File: src/nvrs_pkg.sv
// ----------------------------------------------------------------------------
// nvrs_pkg
// widths, codes and state type of the nearest value request scheduler
// ----------------------------------------------------------------------------
package nvrs_pkg;

	localparam int VALUE_W   = 10;
	localparam int SOURCE_W  = 4;
	localparam int CFG_W     = 5;
	localparam int CFG_IDX_W = 1;
	localparam int LAST_W    = 11;

	localparam logic [LAST_W-1:0] FAR_DISTANCE = LAST_W'(1000);
	localparam logic [LAST_W-1:0] LAST_RESET   = '1;

	localparam int RESET_CAPACITY = 4;
	localparam int RESET_SOURCES  = 4;

	localparam logic [CFG_IDX_W-1:0] REG_BOARD_CAPACITY = CFG_IDX_W'(0);
	localparam logic [CFG_IDX_W-1:0] REG_NUM_SOURCES    = CFG_IDX_W'(1);

	localparam logic MODE_POST = 1'b0;
	localparam logic MODE_DONE = 1'b1;

	typedef enum logic [4:0] {
		ST_IDLE   = 5'b00001,
		ST_DECIDE = 5'b00010,
		ST_SCAN   = 5'b00100,
		ST_SHIFT  = 5'b01000,
		ST_EMIT   = 5'b10000
	} state_t;

endpackage

File: src/nearest_value_request_scheduler_top.sv
// ----------------------------------------------------------------------------
// nearest value request scheduler
// request board with nearest-to-last-served selection, oldest wins ties
// ----------------------------------------------------------------------------
//
//  channel   handshake             payload
//  -------   -------------------   -----------------------------------------
//  cfg       cfg_we                cfg_index, cfg_wdata
//  in        in_valid / in_stall   mode, order_value, source_id
//  out       out_valid / out_stall served_value, served_source, dropped
//
//  a serve passes decide, then a scan of each board entry through the single
//  distance comparator, then remove/compact and emit; a dropped post passes
//  emit only, and an item that serves nothing passes decide only
//  reset clears the board, last served to -1, capacity and live count to 4
//  in_stall is high from the cycle after an item is accepted until the block
//  is idle again; a pending result waits in the output register under out_stall
//
module nearest_value_request_scheduler_top #(
	parameter int BOARD_DEPTH = 16,
	parameter int MAX_SOURCES = 16
) (
	input  logic                           clk,
	input  logic                           arst_n,
	input  logic                           cfg_we,
	input  logic [nvrs_pkg::CFG_IDX_W-1:0] cfg_index,
	input  logic [nvrs_pkg::CFG_W-1:0]     cfg_wdata,
	input  logic                           in_valid,
	output logic                           in_stall,
	input  logic                           mode,
	input  logic [nvrs_pkg::VALUE_W-1:0]   order_value,
	input  logic [nvrs_pkg::SOURCE_W-1:0]  source_id,
	output logic                           out_valid,
	input  logic                           out_stall,
	output logic [nvrs_pkg::VALUE_W-1:0]   served_value,
	output logic [nvrs_pkg::SOURCE_W-1:0]  served_source,
	output logic                           dropped
);

	localparam int IDX_W  = (BOARD_DEPTH > 1) ? $clog2(BOARD_DEPTH) : 1;
	localparam int CNT_W  = $clog2(BOARD_DEPTH + 1);
	localparam int LIVE_W = $clog2(MAX_SOURCES + 1);
	localparam int CMP_W  = (CNT_W > LIVE_W) ? CNT_W : LIVE_W;
	localparam int CFG_CMP_W = (CMP_W > nvrs_pkg::CFG_W) ? CMP_W : nvrs_pkg::CFG_W;
	localparam int VW     = nvrs_pkg::VALUE_W;
	localparam int SW     = nvrs_pkg::SOURCE_W;
	localparam int LW     = nvrs_pkg::LAST_W;

	localparam int CAP_RST_I  = (BOARD_DEPTH < nvrs_pkg::RESET_CAPACITY) ?
		BOARD_DEPTH : nvrs_pkg::RESET_CAPACITY;
	localparam int LIVE_RST_I = (MAX_SOURCES < nvrs_pkg::RESET_SOURCES) ?
		MAX_SOURCES : nvrs_pkg::RESET_SOURCES;
	localparam logic [CNT_W-1:0]  CAP_RST  = CNT_W'(CAP_RST_I);
	localparam logic [LIVE_W-1:0] LIVE_RST = LIVE_W'(LIVE_RST_I);
	localparam logic [CNT_W-1:0]  DEPTH_C  = CNT_W'(BOARD_DEPTH);

	nvrs_pkg::state_t state_q;

	// board storage, oldest entry at index 0
	logic [VW-1:0] entry_value_q  [BOARD_DEPTH];
	logic [SW-1:0] entry_source_q [BOARD_DEPTH];

	logic [CNT_W-1:0]  count_q;
	logic [CNT_W-1:0]  cap_q;
	logic [LIVE_W-1:0] live_q;
	logic [LW-1:0]     last_q;

	// scan unit state
	logic [IDX_W-1:0] scan_idx_q;
	logic [IDX_W-1:0] pick_q;
	logic [LW-1:0]    best_q;
	logic [VW-1:0]    pick_value_q;
	logic [SW-1:0]    pick_source_q;

	// result waiting for the output register
	logic [VW-1:0] res_value_q;
	logic [SW-1:0] res_source_q;
	logic          res_drop_q;

	logic          out_valid_q;
	logic [VW-1:0] served_value_q;
	logic [SW-1:0] served_source_q;
	logic          dropped_q;

	logic                 in_accept;
	logic                 board_full;
	logic [LIVE_W-1:0]    live_dec;
	logic                 cap_lower;
	logic                 serve_now;
	logic                 scan_last;
	logic                 out_free;
	logic [VW-1:0]        scan_value;
	logic signed [LW:0]   diff;
	logic [LW:0]          diff_abs;
	logic [LW-1:0]        scan_dist;
	logic                 nearer;
	logic [CFG_CMP_W-1:0] cfg_ext;
	logic [CNT_W-1:0]     cfg_cap;
	logic [LIVE_W-1:0]    cfg_live;
	logic [CNT_W-1:0]     count_last;

	assign in_stall  = (state_q != nvrs_pkg::ST_IDLE);
	assign in_accept = in_valid && !in_stall;
	assign out_free  = !out_valid_q || !out_stall;

	// a post is dropped when the board is at its current capacity
	assign board_full = (count_q >= cap_q) || (count_q >= DEPTH_C);

	// source done: capacity follows the live count down
	assign live_dec  = live_q - LIVE_W'(1);
	assign cap_lower = (CMP_W'(live_dec) < CMP_W'(cap_q));

	assign serve_now = (count_q >= cap_q) && (live_q != '0) && (count_q != '0);

	assign count_last = count_q - CNT_W'(1);
	assign scan_last  = (CNT_W'(scan_idx_q) == count_last);

	// shared distance comparator
	assign scan_value = entry_value_q[scan_idx_q];
	assign diff       = $signed({2'b00, scan_value}) - $signed({last_q[LW-1], last_q});
	assign diff_abs   = diff[LW] ? (LW+1)'(-diff) : diff;
	assign scan_dist  = diff_abs[LW-1:0];
	assign nearer     = (scan_dist < best_q);

	// register write clamping
	assign cfg_ext  = CFG_CMP_W'(cfg_wdata);
	assign cfg_cap  = (cfg_ext > CFG_CMP_W'(BOARD_DEPTH)) ? DEPTH_C : CNT_W'(cfg_ext);
	assign cfg_live = (cfg_ext > CFG_CMP_W'(MAX_SOURCES)) ?
		LIVE_W'(MAX_SOURCES) : LIVE_W'(cfg_ext);

	// sequencer and control state
	always_ff @(posedge clk or negedge arst_n) begin
		if (!arst_n) begin
			state_q    <= nvrs_pkg::ST_IDLE;
			count_q    <= '0;
			cap_q      <= CAP_RST;
			live_q     <= LIVE_RST;
			last_q     <= nvrs_pkg::LAST_RESET;
			scan_idx_q <= '0;
			pick_q     <= '0;
			best_q     <= nvrs_pkg::FAR_DISTANCE;
		end else begin
			if (cfg_we) begin
				case (cfg_index)
					nvrs_pkg::REG_BOARD_CAPACITY: cap_q <= cfg_cap;
					nvrs_pkg::REG_NUM_SOURCES:    live_q <= cfg_live;
					default: ;
				endcase
			end
			case (state_q)
				nvrs_pkg::ST_IDLE: begin
					if (in_accept) begin
						if (mode == nvrs_pkg::MODE_POST) begin
							if (board_full) begin
								state_q <= nvrs_pkg::ST_EMIT;
							end else begin
								count_q <= count_q + CNT_W'(1);
								state_q <= nvrs_pkg::ST_DECIDE;
							end
						end else begin
							// source done with no live source leaves state alone
							if (live_q != '0) begin
								live_q <= live_dec;
								if (cap_lower)
									cap_q <= cap_q - CNT_W'(1);
							end
							state_q <= nvrs_pkg::ST_DECIDE;
						end
					end
				end
				nvrs_pkg::ST_DECIDE: begin
					scan_idx_q <= '0;
					pick_q     <= '0;
					best_q     <= nvrs_pkg::FAR_DISTANCE;
					state_q    <= serve_now ? nvrs_pkg::ST_SCAN : nvrs_pkg::ST_IDLE;
				end
				nvrs_pkg::ST_SCAN: begin
					// strict compare keeps the oldest entry on a tie
					if (nearer) begin
						best_q <= scan_dist;
						pick_q <= scan_idx_q;
					end
					if (scan_last)
						state_q <= nvrs_pkg::ST_SHIFT;
					else
						scan_idx_q <= scan_idx_q + IDX_W'(1);
				end
				nvrs_pkg::ST_SHIFT: begin
					last_q  <= {1'b0, pick_value_q};
					count_q <= count_last;
					state_q <= nvrs_pkg::ST_EMIT;
				end
				nvrs_pkg::ST_EMIT: begin
					if (out_free)
						state_q <= nvrs_pkg::ST_IDLE;
				end
				default: state_q <= nvrs_pkg::ST_IDLE;
			endcase
		end
	end

	// board storage: append at the tail, close up behind the served entry
	always_ff @(posedge clk) begin
		if (state_q == nvrs_pkg::ST_IDLE && in_accept && mode == nvrs_pkg::MODE_POST
				&& !board_full) begin
			entry_value_q[count_q[IDX_W-1:0]]  <= order_value;
			entry_source_q[count_q[IDX_W-1:0]] <= source_id;
		end
		if (state_q == nvrs_pkg::ST_SHIFT) begin
			for (int i = 0; i < BOARD_DEPTH - 1; i++) begin
				if (IDX_W'(i) >= pick_q) begin
					entry_value_q[i]  <= entry_value_q[i+1];
					entry_source_q[i] <= entry_source_q[i+1];
				end
			end
		end
	end

	// pick payload and pending result
	always_ff @(posedge clk) begin
		if (state_q == nvrs_pkg::ST_SCAN && (nearer || scan_idx_q == '0)) begin
			pick_value_q  <= nearer ? scan_value : entry_value_q[0];
			pick_source_q <= nearer ? entry_source_q[scan_idx_q] : entry_source_q[0];
		end
		if (state_q == nvrs_pkg::ST_IDLE && in_accept && mode == nvrs_pkg::MODE_POST
				&& board_full) begin
			res_value_q  <= '0;
			res_source_q <= '0;
			res_drop_q   <= 1'b1;
		end else if (state_q == nvrs_pkg::ST_SHIFT) begin
			res_value_q  <= pick_value_q;
			res_source_q <= pick_source_q;
			res_drop_q   <= 1'b0;
		end
	end

	// output register
	always_ff @(posedge clk or negedge arst_n) begin
		if (!arst_n) begin
			out_valid_q <= 1'b0;
		end else if (out_free) begin
			out_valid_q <= (state_q == nvrs_pkg::ST_EMIT);
		end
	end

	always_ff @(posedge clk) begin
		if (out_free && state_q == nvrs_pkg::ST_EMIT) begin
			served_value_q  <= res_value_q;
			served_source_q <= res_source_q;
			dropped_q       <= res_drop_q;
		end
	end

	assign out_valid     = out_valid_q;
	assign served_value  = served_value_q;
	assign served_source = served_source_q;
	assign dropped       = dropped_q;

endmodule

File: config.mk
export PLATFORM = sky130hd
export DESIGN_NAME = nearest_value_request_scheduler_top
export DESIGN_NICKNAME = d
export VERILOG_FILES = /design/src/nvrs_pkg.sv /design/src/nearest_value_request_scheduler_top.sv
export SDC_FILE = /design/constraint.sdc
export NUM_CORES = 1
export LEC_CHECK = 0
export BUFFER_PORTS_ARGS = -buffer_cell sky130_fd_sc_hd__buf_2
export CAP_MARGIN = 0
export CORE_MARGIN = 4
export CORE_UTILIZATION = 30
export DETAILED_ROUTE_END_ITERATION = 10
export PLACE_DENSITY_LB_ADDON = 0.2
export SYNTH_ARGS = -nofsm -noshare
export SYNTH_HDL_FRONTEND = slang
export SYNTH_SLANG_ARGS = --single-unit
File: constraint.sdc
create_clock -name clk -period 6.7 [get_ports clk]
set_input_delay 1.675 -clock clk [delete_from_list [all_inputs] [get_ports clk]]
set_output_delay 1.675 -clock clk [all_outputs]
set_load 0.02 [all_outputs]
### Word-level counts from Yosys, hierarchy flattened

Memories as Yosys holds them, arrays and structs flattened.
Index checks and enable logic that the tools add are counted.

* bitwise logic cells: 1
* equal/unequal tests: 14
* order comparisons: 20
* reductions and logical operators: 27
* $add $sub $neg: 7
* multiplexer cells: 87

Operator list (number)
* $mux 5: 22
* $mux 1: 49
* $ge 4x4->1 const A: 7
* $pmux 5 s5: 1
* $mux 4: 6
* $mux 11: 2
* $pmux 11 s2: 1
* $mux 10: 2
* $ge 3x4->1 const A: 4
* $pmux 4 s2: 2
* $sub 5x1->5 const B: 3
* $ne 2x2->1 const B: 7
* $sub 11x11->12: 1
* $lt 11x11->1: 1
* $neg 11->11: 1
* $pmux 5 s2: 1
* $reduce_bool 5->1: 2
* $reduce_or 10->1: 1
* $logic_and 1x1->1: 9
* $ge 1x4->1 const A: 2
* $ge 2x4->1 const A: 2
* $add 5x1->5 const B: 1
* $eq 4x5->1: 1
* $eq 5x1->1 const B: 1
* other kinds (20): 27

* memory bits (writable): 224
* flip-flop bits (word level): 95
* memories kept: 2
* input bits: 26
* output and inout bits: 17
* word-level logic and storage cells: 175

Memories
* entry_value_q: depth 16, width 10, rd ports 17, clocked after Yosys merged registers in 0, wr ports 15, RTL line nearest_value_request_scheduler_top.sv:60 `logic [VW-1:0] entry_value_q [BOARD_DEPTH];`
* entry_source_q: depth 16, width 4, rd ports 17, clocked after Yosys merged registers in 0, wr ports 15, RTL line nearest_value_request_scheduler_top.sv:61 `logic [SW-1:0] entry_source_q [BOARD_DEPTH];`

### Logic depth before layout (Yosys ltp)

* depth after elaboration: 9
* mapped depth: 26
* mapped depth without buffers: 22

### Least setup slack after synthesis

Ideal clock, no wire load.

* kind: reg-to-reg
* from: register scan_idx_q[0]
* to: register pick_source_q[0] (enable)
* data required time: 6316 ps
* path slack: 457 ps
* arrival: 5858 ps
* setup time: 384 ps
* path buffers: 4
* period minus slack after synthesis: 6243 ps
* cell stages (with the launch flop): 25
* cells stage by stage: dfrtp_1 buf_2 buf_2 buf_2 mux4_2 nand2_1 nand3_1 nand2_1 ha_1 inv_1 fa_1 xnor2_1 nand3_1 mux2_2 a2111oi_2 nand4_1 o311ai_2 ha_1 a21oi_1 and3_1 o2111ai_1 nand2_1 clkbuf_1 a31oi_1 nor2_1

* cells in the longest elaborated chain, start to end: 7
* elaborated cells between the ends (all ways): 8
* classes of those cells: add/sub (2); order compare (1); mux (1); reduce/logical (3); memory (1)

RTL lines
* from (decl): RTL line nearest_value_request_scheduler_top.sv:69 `logic [IDX_W-1:0] scan_idx_q;`
* from (signal assigned): RTL line nearest_value_request_scheduler_top.sv:186 `scan_idx_q <= scan_idx_q + IDX_W'(1);`
* $mem_v2 16x10
* $sub 11x11->12: RTL line nearest_value_request_scheduler_top.sv:120 `assign diff = $signed({2'b00, scan_value}) - $signed({last_q[LW-1], last_q});`
* $neg 11->11: RTL line nearest_value_request_scheduler_top.sv:121 `assign diff_abs = diff[LW] ? (LW+1)'(-diff) : diff;`
* $mux 11: RTL line nearest_value_request_scheduler_top.sv:121
* $lt 11x11->1: RTL line nearest_value_request_scheduler_top.sv:123 `assign nearer = (scan_dist < best_q);`
* $logic_or 1x1->1 (*): RTL line nearest_value_request_scheduler_top.sv:221 `if (state_q == nvrs_pkg::ST_SCAN && (nearer || scan_idx_q == '0)) begin`
* $logic_and 1x1->1 (*): RTL line nearest_value_request_scheduler_top.sv:221
* to (signal assigned): RTL line nearest_value_request_scheduler_top.sv:223 `pick_source_q <= nearer ? entry_source_q[scan_idx_q] : entry_source_q[0];`
* to (decl): RTL line nearest_value_request_scheduler_top.sv:73 `logic [SW-1:0] pick_source_q;`

Every way passes the cells marked *; elsewhere a longest branch is shown, timed or not.
A chain may end at the register's enable or synchronous reset.

### Worst setup path after layout

* from: register scan_idx_q[0]
* to: register best_q[0]

* cells in the longest elaborated chain, start to end: 7
* elaborated cells between the ends (all ways): 9
* classes of those cells: add/sub (2); order compare (1); eq/ne (1); mux (3); reduce/logical (1); memory (1)

RTL lines
* $mem_v2 16x10 (*)
* $sub 11x11->12 (*): RTL line nearest_value_request_scheduler_top.sv:120
* $neg 11->11: RTL line nearest_value_request_scheduler_top.sv:121
* $mux 11 (*): RTL line nearest_value_request_scheduler_top.sv:121
* $lt 11x11->1: RTL line nearest_value_request_scheduler_top.sv:123
* $ne 2x2->1 (no line)
* $reduce_and 2->1 (no line)
* to (signal assigned): RTL line nearest_value_request_scheduler_top.sv:141 `best_q <= nvrs_pkg::FAR_DISTANCE;`
* to (signal assigned): RTL line nearest_value_request_scheduler_top.sv:174 `best_q <= nvrs_pkg::FAR_DISTANCE;`
* to (signal assigned): RTL line nearest_value_request_scheduler_top.sv:180 `best_q <= scan_dist;`
* to (decl): RTL line nearest_value_request_scheduler_top.sv:71 `logic [LW-1:0] best_q;`

Every way passes the cells marked *; elsewhere a longest branch is shown, timed or not. The select of a mux whose other input is x is not followed.

==> impl_metrics.env <==
export IMPL_report_final_setup_viol=0
export IMPL_power_ir_vdd_worst_mv=0.1530
export IMPL_drt_total_wl_microns=45380
export IMPL_synth_ff_type="sky130_fd_sc_hd__edfxtp_1"
export IMPL_setup_worst_path_class="reg2reg"
export IMPL_clock_sinks=319
export IMPL_die_w_microns=244.3
export IMPL_drv_cap=0
export IMPL_netlist_area_sq_um=16760
export IMPL_rsz0062_at_grt="no"
export IMPL_static_leakage_power_nw=6.877
export IMPL_row_count=86
export IMPL_overall_die_area_sq_um=59700
export IMPL_cells_along_the_critical_path="mux4_2, nand2_1, nand3_1, nand2_1, ha_1, inv_1, fa_1, xnor2_1, nand3_1, mux2_2, a2111oi_2, nand4_1, o311ai_2, ha_1, a21oi_1, and3_1, o2111ai_1, nand2_1, nand2b_1, nand3_1, o21ai_0"
export IMPL_dr_pass1_iters=5
export IMPL_drive_above_1_share_pct=32.74
export IMPL_viasPerCell=5.031
export IMPL_grt_pass1_vias=10700
export IMPL_synth_sequential_area_ratio_pct=54.90
export IMPL_cp_num_buf_inv=1
export IMPL_floorplan_initialDensity_pct=30.35
export IMPL_tritoncts_num_buffers=40
export IMPL_dp_cells=2014
export IMPL_detailroute_via_count=10510
export IMPL_synth_most_common_cell="sky130_fd_sc_hd__edfxtp_1"
export IMPL_gr_usage_all_layers_pct=15.19
export IMPL_hold_violations=0
export IMPL_finalCritPeriodShare_pct=90.06
export IMPL_placed_cell_area_sq_um=17840
export IMPL_cp_data_arrival_time_ns=6.44
export IMPL_ios=43
export IMPL_max_freq_ghz=0.1657
export IMPL_power_density_nw_per_um2=351.4
export IMPL_finished_core_util_pct=34.73
export IMPL_avgRoutedWirePerCell_microns=21.72
export IMPL_overflow=0
export IMPL_clock_root_buffer="sky130_fd_sc_hd__clkbuf_16"
export IMPL_ant_nets=0
export IMPL_floorplan_die_height_microns=244.3
export IMPL_count_of_distinct_cell_types_in_the_synthesized_netlist=75
export IMPL_post_synth_main_area_contributors="sky130_fd_sc_hd__edfxtp_1 45%, sky130_fd_sc_hd__mux2_2 13%, sky130_fd_sc_hd__mux4_2 8.1%, sky130_fd_sc_hd__dfrtp_1 4.6%, sky130_fd_sc_hd__nand2_1 4.3%"
export IMPL_final_period_minus_worst_setup_slack_ns=6.034
export IMPL_synth_largest_area_cell="sky130_fd_sc_hd__edfxtp_1"
export IMPL_num_antenna_cells=0
export IMPL_worst_endpoint_required_ns=7.11
export IMPL_yosys_top_cells_count="253 x sky130_fd_sc_hd__edfxtp_1, 198 x sky130_fd_sc_hd__mux2_2, 190 x sky130_fd_sc_hd__nand2_1"
export IMPL_hp_class="reg2reg"
export IMPL_synth_cells=1269
export IMPL_cts_repair_resize_count=0
export IMPL_number_of_antenna_violations_at_the_first_check_in_global_routing=1
export IMPL_synth_async_reset_ratio_pct=15.99
export IMPL_cp_end_kind="flop"
export IMPL_total_of_flip_flops_plus_latches_after_synthesis=319
export IMPL_drcViolationCount=0
export IMPL_syn2layout_area_growth_pct=14.41
export IMPL_maximum_level_of_the_cts_h_tree=2
export IMPL_hold_worst_slack_ns=0.4245
export IMPL_placeableCoreArea_sq_um=55200
export IMPL_timing_max_transition_violations_final=0
export IMPL_clock_transition_at_path_regs_ns=0.06
export IMPL_tritoncts="built"
export IMPL_critical_path_startpoint_type="flop"
export IMPL_synthesized_netlist_net_count=1334
export IMPL_critPathSlowestCell="sky130_fd_sc_hd__dfrtp_4"
export IMPL_synth_edf_count=253
export IMPL_layout_cell_area_non_filler_sq_um=19170
export IMPL_grt_start_max_net_pins=52
export IMPL_grt_pass1_wl_microns=69920
export IMPL_num_nets_final=1374
export IMPL_post_synthesis_average_cell_area_sq_um=13.20
export IMPL_finalClockSkew_ns=0.02316
export IMPL_synth_largest_type_area_fraction_pct=45.34
export IMPL_critical_path_top_delay_family="simple AND/OR/NAND/NOR gates"
export IMPL_largest_stage_delay_on_the_critical_path_ns=0.71
export IMPL_cts_path_max_buffers=3
export IMPL_port_buffers=42
export IMPL_fin_tns_setup_ns=0
export IMPL_drt_first_iter_violations=842
export IMPL_slew_limit_headroom_pct=25.83
export IMPL_clk_latency_worst_skew_pair_ns=0.57
export IMPL_finish_cell_count_without_fillers=2089
export IMPL_post_dp_hpwl_microns=30350
export IMPL_outcome="completed"
export IMPL_worst_slew_pin_transition_ns=1.107
export IMPL_critPathMaxFanout=21
export IMPL_globalplace_congestion=0.8085
export IMPL_yosysWarnings=0
==> layout by cell type, fill, tap and decap left out, drive strengths merged, types with 4 or more instances in the layout <==
cell type and n:
xnor2 20, clkbuf 49, clkinv 20, nand4 5
or3 7, a21oi 30, nor3b 5, o21ai 31
o31ai 5, mux4 60, a211oi 5, edfxtp 253
ha 38, a31o 4, inv 47, nand2b 6
mux2i 10, o211ai 5, mux2 198, nor3 22
nor2 32, a21o 20, nand3b 5, dfrtp 31
a31oi 14, dfstp 20, nand3 31, nand2 190
and3 13, nor2b 6, xor2 8, o21a 10
dfxtp 15, buf 74
==> timing repair <==
item / 4_1_cts / 5_1_grt
hold buffers: 0 / 0
buffers inserted: 0 / 1
hold endpoints to repair: 0 / 0
setup endpoints to repair: 0 / 6
==> flip-flops by register name (all words and copies together), names as in the netlist <==
signal	count
pick_q	4
served_source	4
live_q	5
res_value_q	10
count_q	5
state_q	5
dropped	1
best_q	11
scan_idx_q	4
res_drop_q	1
cap_q	5
pick_source_q	4
res_source_q	4
entry_value_q	160
out_valid	1
last_q	11
served_value	10
entry_source_q	64
pick_value_q	10
==> path summary, 6_finish.rpt <==
| check | from | to | slack, ns | depth (start not counted) |
|---|---|---|---|---|
| hold / removal | res_source_q[1] | served_source[1] | 0.42 | 0 |
| hold reg to reg | res_source_q[1] | served_source[1] | 0.42 | 0 |
| setup reg to reg | scan_idx_q[0] | best_q[0] | 0.67 | 21 |
| min in group asynchronous | arst_n | live_q[1] | 1.25 | 2 |
| setup / recovery | scan_idx_q[0] | best_q[0] | 0.67 | 21 |
| max in group asynchronous | arst_n | scan_idx_q[0] | 4.88 | 2 |
==> worst register-to-register path, stage by stage (launching register included) <==
cell,delay [ns]
sky130_fd_sc_hd__dfrtp_4,0.71
sky130_fd_sc_hd__mux4_2,0.57
sky130_fd_sc_hd__nand2_1,0.09
sky130_fd_sc_hd__nand3_1,0.12
sky130_fd_sc_hd__nand2_1,0.16
sky130_fd_sc_hd__ha_1,0.21
sky130_fd_sc_hd__inv_1,0.06
sky130_fd_sc_hd__fa_1,0.43
sky130_fd_sc_hd__xnor2_1,0.37
sky130_fd_sc_hd__nand3_1,0.12
sky130_fd_sc_hd__mux2_2,0.31
sky130_fd_sc_hd__a2111oi_2,0.37
sky130_fd_sc_hd__nand4_1,0.16
sky130_fd_sc_hd__o311ai_2,0.32
sky130_fd_sc_hd__ha_1,0.31
sky130_fd_sc_hd__a21oi_1,0.20
sky130_fd_sc_hd__and3_1,0.21
sky130_fd_sc_hd__o2111ai_1,0.14
sky130_fd_sc_hd__nand2_1,0.23
sky130_fd_sc_hd__nand2b_1,0.45
sky130_fd_sc_hd__nand3_1,0.25
sky130_fd_sc_hd__o21ai_0,0.10
==> final cells by class <==
cell class	instances	area [sq um]
sequential	319	9204
inverter	46	172.7
tap	748	935.9
fill	5440	36030
clock inverter	25	224.0
timing repair buffer	74	483.0
clock buffer	49	1075
multi-input combinational	828	7077
==> metal layers <==
metal / GRT usage [%] / up-vias / part of all wire (%)
li1: - / 4869 / -
met3: 2.390 / 65 / 4.6
met4: 3.730 / 2 / 1.9
met2: 25.38 / 225 / 48
met1: 20.77 / 5349 / 45
met5: 0 / - / 0.026
==> through the flow <==
stage	total power, W	setup slack [ns]
after floorplan	0.004107	0.4574
after global placement	0.004596	0.6659
after detailed placement	0.004629	0.4924
after CTS	0.006822	0.4878
after global routing	0.007157	0.1058
final	0.006736	0.6660
==> cell families after synthesis <==
| family | Yosys count | share of synthesized area (%) |
|---|---|---|
| AND/OR/NAND/NOR | 337 | 9.409 |
| flip-flops | 319 | 54.90 |
| AO/OA/AOI/OAI | 156 | 6.370 |
| adder cells (fa/ha/maj) | 39 | 2.957 |
| buffers and inverters | 122 | 2.935 |
| multiplexers | 268 | 21.97 |
| XOR/XNOR | 28 | 1.464 |
==> power breakdown <==
group,total (W),internal (W),switching [W]
combinational,0.00203,0.000933,0.00109
sequential,0.00256,0.00240,0.000160
clock,0.00215,0.00126,0.000883
total,0.00674,0.00460,0.00214
Power figures use the tool's default switching activity.
